===== config.mk =====
export PLATFORM = sky130hd
export DESIGN_NAME = sls_ctrl
export DESIGN_NICKNAME = d
export VERILOG_FILES = /design/src/design/sls_pkg.sv /design/src/design/sls_ctrl.sv
export SDC_FILE = /design/constraint.sdc
export NUM_CORES = 1
export LEC_CHECK = 0
export BUFFER_PORTS_ARGS = -buffer_cell sky130_fd_sc_hd__buf_4
export CAP_MARGIN = 10
export CORE_UTILIZATION = 45
export CTS_CLUSTER_DIAMETER = 40
export DETAILED_ROUTE_END_ITERATION = 16
export GPL_TIMING_DRIVEN = 1
export PLACE_DENSITY_LB_ADDON = 0.3
export SLEW_MARGIN = 10
export SYNTH_ARGS = -nofsm -noshare
export SYNTH_HDL_FRONTEND = slang
export SYNTH_SLANG_ARGS = --single-unit

===== constraint.sdc =====
create_clock -name i_clk -period 1.8 [get_ports i_clk]
set_input_delay 0.09 -clock i_clk [delete_from_list [all_inputs] [get_ports i_clk]]
set_output_delay 0.09 -clock i_clk [all_outputs]
set_load 0.005 [all_outputs]

===== src/design/sls_pkg.sv =====
// ----------------------------------------------------------------------------
// sls_pkg: shared types and constants of the slotted link servicer
// Request and result structs, link byte codes, link phases and the
// command and status bundles between the controller and the datapath.
// ----------------------------------------------------------------------------
package sls_pkg;

    typedef struct packed {
        logic [2:0]  func;
        logic [7:0]  rx_byte;
        logic [7:0]  slot_id;
        logic [15:0] data_id;
        logic        continuous;
        logic        persistent;
        logic [3:0]  byte_index;
    } t_in;

    typedef struct packed {
        logic       tx_valid;
        logic [7:0] tx_byte;
        logic       last;
        logic       accepted;
        logic [7:0] slot_out;
        logic [7:0] read_data;
        logic       slot_is_open;
        logic       slot_is_connected;
        logic       link_ready;
    } t_out;

    // Request codes.
    localparam logic [2:0] FN_POLL   = 3'd0;
    localparam logic [2:0] FN_RXBYTE = 3'd1;
    localparam logic [2:0] FN_TXDONE = 3'd2;
    localparam logic [2:0] FN_OPEN   = 3'd3;
    localparam logic [2:0] FN_CLOSE  = 3'd4;
    localparam logic [2:0] FN_ACK    = 3'd5;
    localparam logic [2:0] FN_READ   = 3'd6;

    // Link phases.
    localparam logic [2:0] PH_IDLE       = 3'd0;
    localparam logic [2:0] PH_WAIT_REPLY = 3'd1;
    localparam logic [2:0] PH_REPLY_SEEN = 3'd2;
    localparam logic [2:0] PH_HEADER     = 3'd3;
    localparam logic [2:0] PH_PAYLOAD    = 3'd4;
    localparam logic [2:0] PH_READY      = 3'd5;

    // Link bytes.
    localparam logic [7:0] SYNC_TX   = 8'hA5;
    localparam logic [7:0] SYNC_RX   = 8'hA6;
    localparam logic [7:0] HS_START  = 8'h10;
    localparam logic [7:0] HS_REPLY  = 8'h01;
    localparam logic [7:0] HS_DONE   = 8'h12;
    localparam logic [7:0] FR_OPEN   = 8'h20;
    localparam logic [7:0] FR_CLOSE  = 8'h21;
    localparam logic [7:0] FR_ACK    = 8'h22;
    localparam logic [7:0] CMD_CONN  = 8'h30;
    localparam logic [7:0] CMD_CLOSE = 8'h31;
    localparam logic [7:0] CMD_DATA  = 8'h40;

    // Kinds of queued operations.
    localparam logic [2:0] KIND_CLOSE = 3'd2;
    localparam logic [2:0] KIND_ACK   = 3'd3;

    typedef enum logic [3:0] {
        DP_NONE,
        DP_HS,
        DP_TAKE,
        DP_TXDONE,
        DP_SCAN_START,
        DP_SCAN_NEXT,
        DP_OPEN_COMMIT,
        DP_REQ_RD,
        DP_REQ_COMMIT,
        DP_READ_COMMIT,
        DP_CMD_RD,
        DP_CMD_EXEC,
        DP_SWEEP,
        DP_POP
    } t_dp_op;

    typedef struct packed {
        logic   load;
        t_dp_op op;
        logic   emit_adv;
    } t_dp_cmd;

    typedef struct packed {
        logic [2:0] func;
        logic [2:0] phase;
        logic       tx_busy;
        logic       lifo_empty;
        logic       sid_ok;
        logic       cmd_ok;
        logic       cmd_data;
        logic       scan_free;
        logic       scan_end;
        logic       sweep_last;
        logic       emit_last;
    } t_dp_stat;

endpackage


===== src/design/sls_ctrl.sv =====
// ----------------------------------------------------------------------------
// sls_ctrl: sequencing state machine of the slotted link servicer
// Takes one request, steps the datapath through its work and hands out
// the result transactions one per cycle while the receiver holds i_ready high.
// ----------------------------------------------------------------------------
module sls_ctrl (
    input  logic              i_clk,
    input  logic              i_rst_n,
    input  logic              i_valid,
    output logic              o_ready,
    output logic              o_valid,
    input  logic              i_ready,
    input  sls_pkg::t_dp_stat i_stat,
    output sls_pkg::t_dp_cmd  o_cmd
);

    typedef enum logic [3:0] {
        S_IDLE,
        S_DISPATCH,
        S_RUNCMD,
        S_SWEEP,
        S_POP,
        S_SCAN,
        S_REQCHK,
        S_READCHK,
        S_EMIT
    } t_state;

    t_state r_state, n_state;
    logic   r_in_ready, r_out_valid;

    always_comb begin
        n_state        = r_state;
        o_cmd.load     = 1'b0;
        o_cmd.op       = sls_pkg::DP_NONE;
        o_cmd.emit_adv = 1'b0;
        unique case (r_state)
            S_IDLE: begin
                if (i_valid) begin
                    o_cmd.load = 1'b1;
                    n_state    = S_DISPATCH;
                end
            end
            S_DISPATCH: begin
                n_state = S_EMIT;
                unique case (i_stat.func) inside
                    sls_pkg::FN_POLL: begin
                        if (i_stat.phase == sls_pkg::PH_IDLE
                            || i_stat.phase == sls_pkg::PH_REPLY_SEEN) begin
                            if (!i_stat.tx_busy) begin
                                o_cmd.op = sls_pkg::DP_HS;
                            end
                        end else if (i_stat.phase == sls_pkg::PH_READY) begin
                            o_cmd.op = sls_pkg::DP_CMD_RD;
                            n_state  = S_RUNCMD;
                        end else if (i_stat.phase == sls_pkg::PH_HEADER
                                     || i_stat.phase == sls_pkg::PH_PAYLOAD) begin
                            n_state = S_POP;
                        end
                    end
                    sls_pkg::FN_RXBYTE: o_cmd.op = sls_pkg::DP_TAKE;
                    sls_pkg::FN_TXDONE: o_cmd.op = sls_pkg::DP_TXDONE;
                    sls_pkg::FN_OPEN: begin
                        o_cmd.op = sls_pkg::DP_SCAN_START;
                        n_state  = S_SCAN;
                    end
                    sls_pkg::FN_CLOSE, sls_pkg::FN_ACK: begin
                        if (i_stat.sid_ok) begin
                            o_cmd.op = sls_pkg::DP_REQ_RD;
                            n_state  = S_REQCHK;
                        end
                    end
                    sls_pkg::FN_READ: begin
                        if (i_stat.sid_ok) begin
                            o_cmd.op = sls_pkg::DP_REQ_RD;
                            n_state  = S_READCHK;
                        end
                    end
                    default: ;
                endcase
            end
            S_RUNCMD: begin
                o_cmd.op = sls_pkg::DP_CMD_EXEC;
                n_state  = (i_stat.cmd_ok && i_stat.cmd_data) ? S_SWEEP : S_POP;
            end
            S_SWEEP: begin
                o_cmd.op = sls_pkg::DP_SWEEP;
                if (i_stat.sweep_last) begin
                    n_state = S_POP;
                end
            end
            S_POP: begin
                if (!i_stat.lifo_empty && !i_stat.tx_busy) begin
                    o_cmd.op = sls_pkg::DP_POP;
                end
                n_state = S_EMIT;
            end
            S_SCAN: begin
                if (i_stat.scan_free) begin
                    o_cmd.op = sls_pkg::DP_OPEN_COMMIT;
                    n_state  = S_EMIT;
                end else if (i_stat.scan_end) begin
                    n_state = S_EMIT;
                end else begin
                    o_cmd.op = sls_pkg::DP_SCAN_NEXT;
                end
            end
            S_REQCHK: begin
                o_cmd.op = sls_pkg::DP_REQ_COMMIT;
                n_state  = S_EMIT;
            end
            S_READCHK: begin
                o_cmd.op = sls_pkg::DP_READ_COMMIT;
                n_state  = S_EMIT;
            end
            S_EMIT: begin
                if (i_ready) begin
                    o_cmd.emit_adv = 1'b1;
                    if (i_stat.emit_last) begin
                        n_state = S_IDLE;
                    end
                end
            end
            default: n_state = S_IDLE;
        endcase
    end

    always_ff @(posedge i_clk) begin
        if (!i_rst_n) begin
            r_state     <= S_IDLE;
            r_in_ready  <= 1'b1;
            r_out_valid <= 1'b0;
        end else begin
            r_state     <= n_state;
            r_in_ready  <= n_state == S_IDLE;
            r_out_valid <= n_state == S_EMIT;
        end
    end

    assign o_ready = r_in_ready;
    assign o_valid = r_out_valid;

`ifndef SYNTH
    a_one_side: assert property (@(posedge i_clk) disable iff (!i_rst_n)
        !(r_in_ready && r_out_valid))
        else $error("input ready while a result is offered");

    a_hold_after_accept: assert property (@(posedge i_clk) disable iff (!i_rst_n)
        (i_valid && r_in_ready) |=> !r_in_ready)
        else $error("second request taken before results were delivered");
`endif

endmodule


After elaboration in Yosys (flattened, before gate mapping)
Index checks and enable logic that the tools add are counted.
{ "totals": {"reg_bits": 6, "latchBits": 0, "ram_bits": 0, "mem_bits_ro": 0, "input_bits": 19, "out_inout_bits": 8, "elab_cells": 62, "memories": 0} }
{ "op_classes": {"add_sub_neg": 0, "multipliers": 0, "n_div": 0, "magnitude_cmp": 0, "n_eq_ne": 19, "shift": 0, "muxes": 27, "n_bitwise": 0, "n_reduce_logical": 13} }
{ "ops": {"columns": ["operator", "count"], "rows": [
  ["4-bit 2-to-1 mux", 14],
  ["4-bit one-hot mux with 7 select lines", 2],
  ["4-bit one-hot mux with 5 select lines", 1],
  ["4-bit by 3-bit == test with 1-bit output, second input constant", 4],
  ["4-bit one-hot mux with 4 select lines", 1],
  ["3-bit == test, second input constant", 5],
  ["3-bit by 2-bit == test with 1-bit output, second input constant", 4],
  ["3-bit 2-to-1 mux", 4],
  ["4-bit by 2-bit == test with 1-bit output, second input constant", 2],
  ["4-bit == test, second input constant", 2],
  ["4-bit zero test", 2],
  ["3-bit zero test", 2],
  ["3-bit OR reduction", 2],
  ["1-bit 2-to-1 mux", 5],
  ["4-bit by 1-bit == test with 1-bit output, second input constant", 1],
  ["3-bit by 1-bit == test with 1-bit output, second input constant", 1],
  ["1-bit logical AND", 2],
  ["1-bit zero test", 2],
  ["1-bit logical OR", 2],
  ["2-bit OR reduction", 1]
]} }

Depth between registers and ports, before layout
Gate-level depths: netlist (run 1).
{ "logic_depth": {"word_depth": 8, "mapped_depth": 6, "mapped_depth_nobuf": 5} }

Least setup slack after synthesis (run 1)
Ideal clock, no wire load.
{ "synth_path": {"kind": "register to register", "start": "register r_state[0]", "end": "register r_in_ready (netlist: o_ready)", "setup_time_ns": 0.120, "arrival_time_ns": 1.187, "t_required_ns": 1.680, "slack_ns": 0.493, "stages_incl_launch_ff": 7, "path_buffers": 1, "period_less_slack_ns": 1.307, "path_cell_list": "dfxtp_1 > buf_6 > nand2b_4 > nor3_4 > or3b_1 > nand4_1 > o31ai_1"} }
{ "synth_between": {"elab_chain_len": 4, "word_cells_on_any_way": 18, "cone_classes": "eq/ne: 8; mux: 7; reduce/logical: 3"} }
{ "synth_lines": {"columns": ["element", "line", "text"], "rows": [
  ["start: declaration", "sls_ctrl.sv:29", "t_state r_state, n_state;"],
  ["start signal: assignment", "sls_ctrl.sv:134", "r_state <= n_state;"],
  ["4-bit by 3-bit == test with 1-bit output, or another cell as far along", "sls_ctrl.sv:37", "unique case (r_state)"],
  ["3-bit OR reduction (no source line), or another cell as far along", null, null],
  ["4-bit one-hot mux with 7 select lines *", "sls_ctrl.sv:37", null],
  ["4-bit zero test *", "sls_ctrl.sv:135", "r_in_ready <= n_state == S_IDLE;"],
  ["end signal: assignment", "sls_ctrl.sv:131", "r_in_ready <= 1'b1;"],
  ["end signal: assignment", "sls_ctrl.sv:135", null],
  ["end: declaration", "sls_ctrl.sv:30", "logic r_in_ready, r_out_valid;"]
]} }
Mark *: on every way between the ends. The rest lies on a longest branch, timed or not.
A chain may end at the register's enable or synchronous reset.

==> out/results.ini, run 1 <==
[outcome]
status = completed

[synthesis]
yosys_most_used_dff = dfxtp_1
ys_seq_area_frac = 0.201
synthArstFlopShare = 0
ys_seq_elements = 6
synth_cell_type_count = 35
yosys_warnings = 0
synth_area_um2 = 598
synth_edf_count = 0
synthCells = 83
syn_nets = 102
syn_area_per_cell_um2 = 7.21

[timing]
slew_headroom = 0.720
max_freq_mhz = 603
fin_ws_ps = 142
rsz0062_at_grt = false
final-max-slew-violation-count = 0
min_period_over_period = 0.921
hold_violations = 0
worst_pin_slew_ps = 419
skew_ps = 3.02
fin_crit_ps = 1660
final-setup-viol-count = 0
setup_tns_ps = 0

[clock_network]
clkLatencyLatePin_ps = 240
clock_sinks = 6
clk_pin_slew_ps = 50
cts_buffers = 3
cts_htree_levels = 1
tritoncts = done
clockRootBuffer = clkbuf_4
clk_path_buf_depth = 2

[hold_path]
hold_class = in2reg

[route]
antenna_left = 0
avgRoutedWirePerCell_um = 12.4
routed_wl_um = 1550
drt-pass1-iter-count = 4
drc = 0
routed-via-count = 708
via_per_inst = 5.66
initialDrtViolationCount = 21

[grt]
antenna_found_initial = 0
track_usage = 0.252
gr-total-overflow = 0
grt_start_max_net_pins = 10
grt_pass1_wl_um = 2590
grt_pass1_vias = 653

[cells_and_area]
drive_gt1_frac = 0.351
fin_util = 0.705
register_area_um2 = 121
nFillCells = 104
multi_input_area_um2 = 439
num_antenna_cells = 0
final_net_count = 132
syn2layout_area_growth_pct = 38.1

[floorplanning]
start_util = 0.511
ios = 27
rows = 12
core_area_um2 = 1170
fp.dieH_um = 38.5
fp.dieW_um = 38.5
dieArea_um2 = 1480

[power]
power_per_cell_area_nw_per_um2 = 554
max-vdd-ir-drop_mv = 0.337
leakage_uw = 0.000361

[job]
cap_violations = 0

[critical_path]
path_class = reg2out
startpoint_type = register
cp.arrival_ps = 1570
cp.required_ps = 1710
crit_fanout = 6
critPathCaptureType = output pin

[placement]
gp_congestion = 0.942
dp_hpwl_um = 1260
portBuffers = 26
dp_slack_ps = 285

-- critical path, stage by stage, from the launching register on --
cell	delay, ps
dfxtp_1	430
nor2b_1	210
nor4b_2	350
a31oi_1	90
o211ai_1	110
buf_4	140
-- cells by family after synthesis --
group,count (synthesis),share of synthesized area
simple gates,48,0.490
compound gates,18,0.182
buf+inv,7,0.0648
flops,6,0.201
xor+xnor,2,0.0293
mux,2,0.0335
-- layout by cell type, fill, tap and decap left out, drive strengths merged, types with 3 or more instances in the layout --
cell type,count
nand2b,5
clkbuf,3
a31oi,3
nor2,8
nand2,8
a21oi,4
dfxtp,6
nand3,7
buf,28
inv,4
nor3,4
o21ai,5
-- final cells by class --
| cell class | instances | area share |
|---|---|---|
| clock buffers | 3 | 0.0273 |
| multi-input cells | 70 | 0.532 |
| repair buffers | 28 | 0.255 |
| well taps | 14 | 0.0212 |
| inverters | 4 | 0.0182 |
| flip-flops and latches | 6 | 0.147 |
-- power breakdown --
part | switching (uW) | internal, uW
logic | 73.7 | 90.7
clock network | 50.8 | 75.6
registers | 20.0 | 147
total | 145 | 313
-- stage by stage --
step | hold WS [ps] | cells | area (um^2) | total power [uW]
2_1_floorplan | 286 | 83 | 598 | 255
5_1_grt | 199 | 125 | 826 | 497
4_1_cts | 203 | 125 | 825 | 459
3_3_place_gp | 448 | 122 | 802 | 328
3_5_place_dp | 461 | 122 | 802 | 331
6_report | 202 | 125 | 826 | 458
-- Yosys cell counts (3+ instances only) --
cell / n / area share
a31oi_1: 3 / 0.031
nand2b_1: 4 / 0.042
a21oi_1: 4 / 0.033
nor2_1: 8 / 0.050
dfxtp_1: 6 / 0.20
nand3_1: 7 / 0.059
nor3_1: 3 / 0.025
o21ai_0: 4 / 0.033
inv_1: 3 / 0.019
nand2_1: 8 / 0.050
-- registers in the layout, summed over array words and instances (netlist names) --
register  count
o_valid       1
r_state       4
o_ready       1
-- what timing repair did --
action | in CTS | in global routing
hold buffers | 0 | 0
buffers inserted | 0 | 0
resized for setup | 0 | 1
endpoints found under the setup margin | 0 | 2
-- worst paths after layout --
check	slack, ps	endpoint	start	depth (start not counted)
worst max register to register	300	o_ready$_SDFF_PN1_	r_state[3]$_SDFF_PN0_	5
worst min register to register	750	r_state[0]$_SDFF_PN0_	r_state[0]$_SDFF_PN0_	3
worst max-delay path	140	o_cmd[1]	r_state[2]$_SDFF_PN0_	5
worst min-delay path	200	r_state[0]$_SDFF_PN0_	i_stat[13]	3
-- metal layers --
layer	GRT usage	wire length, um	up-vias
met4	0.0517	0	0
met1	0.316	740	317
met3	0.0698	84	0
met2	0.428	721	30
met5	0	0	-
li1	-	-	361
Note: power is estimated with default switching activity, not from simulation.
==> inputs of run 2 (changes only) <==
==> constraint.sdc (replaced) <==
create_clock -name i_clk -period 1.8 [get_ports i_clk]
set_input_delay 0.36 -clock i_clk [delete_from_list [all_inputs] [get_ports i_clk]]
set_output_delay 0.36 -clock i_clk [all_outputs]
set_load 0.005 [all_outputs]
==> out/results.ini, run 2 (synthesized netlist as in run 1, its figures left out) <==
[outcome]
status = completed  ; unchanged

[timing]
slew_headroom = 0.775  ; was 0.720
rsz0062_at_grt = true  ; was false
max_freq_mhz = 556  ; was 603 MHz
skew_ps = 6.58  ; was 3.02 ps
fin_crit_ps = 1800  ; was 1660 ps
worst_pin_slew_ps = 334  ; was 419 ps
hold_violations = 0  ; unchanged
final-max-slew-violation-count = 0  ; unchanged
setup_tns_ps = 0  ; unchanged
min_period_over_period = 0.999  ; was 0.921
final-setup-viol-count = 0  ; unchanged

[floorplanning]
start_util = 0.511  ; unchanged
fp.dieH_um = 38.5  ; unchanged
dieArea_um2 = 1480  ; unchanged
ios = 27  ; unchanged
fp.dieW_um = 38.5  ; unchanged
core_area_um2 = 1170  ; unchanged
rows = 12  ; unchanged

[route]
routed-via-count = 812  ; was 708
drc = 0  ; unchanged
antenna_left = 0  ; unchanged
routed_wl_um = 2060  ; was 1550 um
initialDrtViolationCount = 38  ; was 21
avgRoutedWirePerCell_um = 14.6  ; was 12.4 um
drt-pass1-iter-count = 4  ; unchanged
via_per_inst = 5.76  ; was 5.66

[grt]
gr-total-overflow = 0  ; unchanged
grt_pass1_wl_um = 2740  ; was 2590 um
antenna_found_initial = 0  ; unchanged
track_usage = 0.264  ; was 0.252
grt_start_max_net_pins = 10  ; unchanged
grt_pass1_vias = 688  ; was 653

[placement]
gp_congestion = 0.821  ; was 0.942
dp_hpwl_um = 1340  ; was 1260 um
portBuffers = 26  ; unchanged
place_area_um2 = 870  ; was 802 um^2

[clock_network]
clockRootBuffer = clkbuf_4  ; unchanged
clock_sinks = 6  ; unchanged
cts_htree_levels = 1  ; unchanged
clkLatencyLatePin_ps = 240  ; about the same
tritoncts = done  ; unchanged
clk_pin_slew_ps = 50  ; about the same
cts_buffers = 3  ; unchanged
clk_path_buf_depth = 2  ; unchanged
cts_hold_buf = 0  ; unchanged

[power]
max-vdd-ir-drop_mv = 0.412  ; was 0.337 mV
power_uw = 515  ; was 458 uW
power_per_cell_area_nw_per_um2 = 516  ; was 554 nW/um^2
leakage_uw = 0.000457  ; was 0.000361 uW

[critical_path]
critPathCaptureType = output pin  ; unchanged
path_class = in2out  ; was reg2out
cp.arrival_ps = 1440  ; was 1570 ps
cp.required_ps = 1440  ; was 1710 ps
startpoint_type = input port  ; was register
crit_fanout = 2  ; was 6

[cells_and_area]
final_cell_mix = buf_4, nand2_1, nor2_1  ; unchanged
num_antenna_cells = 0  ; unchanged
fin_util = 0.853  ; was 0.705
final_net_count = 148  ; was 132
layout_commonest_cell = buf_4  ; unchanged
largest_reg_flops = 4  ; unchanged
drive_gt1_frac = 0.496  ; was 0.351
syn2layout_area_growth_pct = 66.9  ; was 38.1%
largest-register = r_state  ; unchanged
fin_area_um2 = 998  ; was 826 um^2

[job]
cap_violations = 0  ; unchanged

[hold_path]
hold_class = in2reg  ; unchanged

-- run 2: cell count changes in the layout (fill, tap and decap cells not counted), moves of 2 or more --
cell | previous run | this run
buf_4 | 28 | 41
dfxtp_1 | 5 | 2
buf_6 | 0 | 2
dfxtp_4 | 0 | 2
-- run 2: worst max-delay path, stage by stage --
cell	delay, ps
buf_4	110
or3_4	390
o31ai_2	200
o21ai_1	110
a21oi_1	140
buf_4	120
-- run 2: layout make-up --
class	count	area, um^2
multi-input combinational	70	478
timing repair buffer	44	335
fill	71	173
sequential	6	130
clock buffer	3	22.5
tap	14	17.5
inverter	4	15.0
-- run 2: routing by layer --
| metal | vias up | global-route usage | share of wire |
|---|---|---|---|
| met5 | - | 0 | 0 |
| met4 | 0 | 0.0776 | 0.018 |
| met3 | 4 | 0.0233 | 0.058 |
| met2 | 44 | 0.475 | 0.53 |
| met1 | 375 | 0.329 | 0.39 |
| li1 | 389 | - | - |
-- run 2: report_power, final --
| part | switching (uW) | internal (uW) | total [uW] |
|---|---|---|---|
| Clock | 51.4 | 75.6 | 127 |
| Combinational | 105 | 124 | 229 |
| Sequential | 12.6 | 146 | 159 |
-- run 2: metrics by stage --
step | hold WS (ps) | cells | setup slack [ps]
after floorplan | 556 | 83 | 263
after global placement | 714 | 131 | 19.0
after detailed placement | 731 | 131 | 12.2
after CTS | 475 | 135 | 1.19
after global routing | 513 | 141 | -48.0
final | 478 | 141 | 1.01
-- run 2: worst paths after layout --
kind                                             from                     to  slack, ps  cells past startpoint
worst max-delay path                       i_stat[14]               o_cmd[4]          1                      6
worst min-delay path                        i_stat[1]  r_state[1]$_SDFF_PN0_        480                      4
worst max register to register  r_state[1]$_SDFF_PN0_     o_ready$_SDFF_PN1_        320                      6
worst min register to register  r_state[3]$_SDFF_PN0_  r_state[2]$_SDFF_PN0_        660                      3
-- run 2: what timing repair did --
action,4_1_cts,5_1_grt
buffers inserted,1,5
resized for setup,6,10
gates cloned,0,1
pin swaps,2,5
setup endpoints to repair,3,5
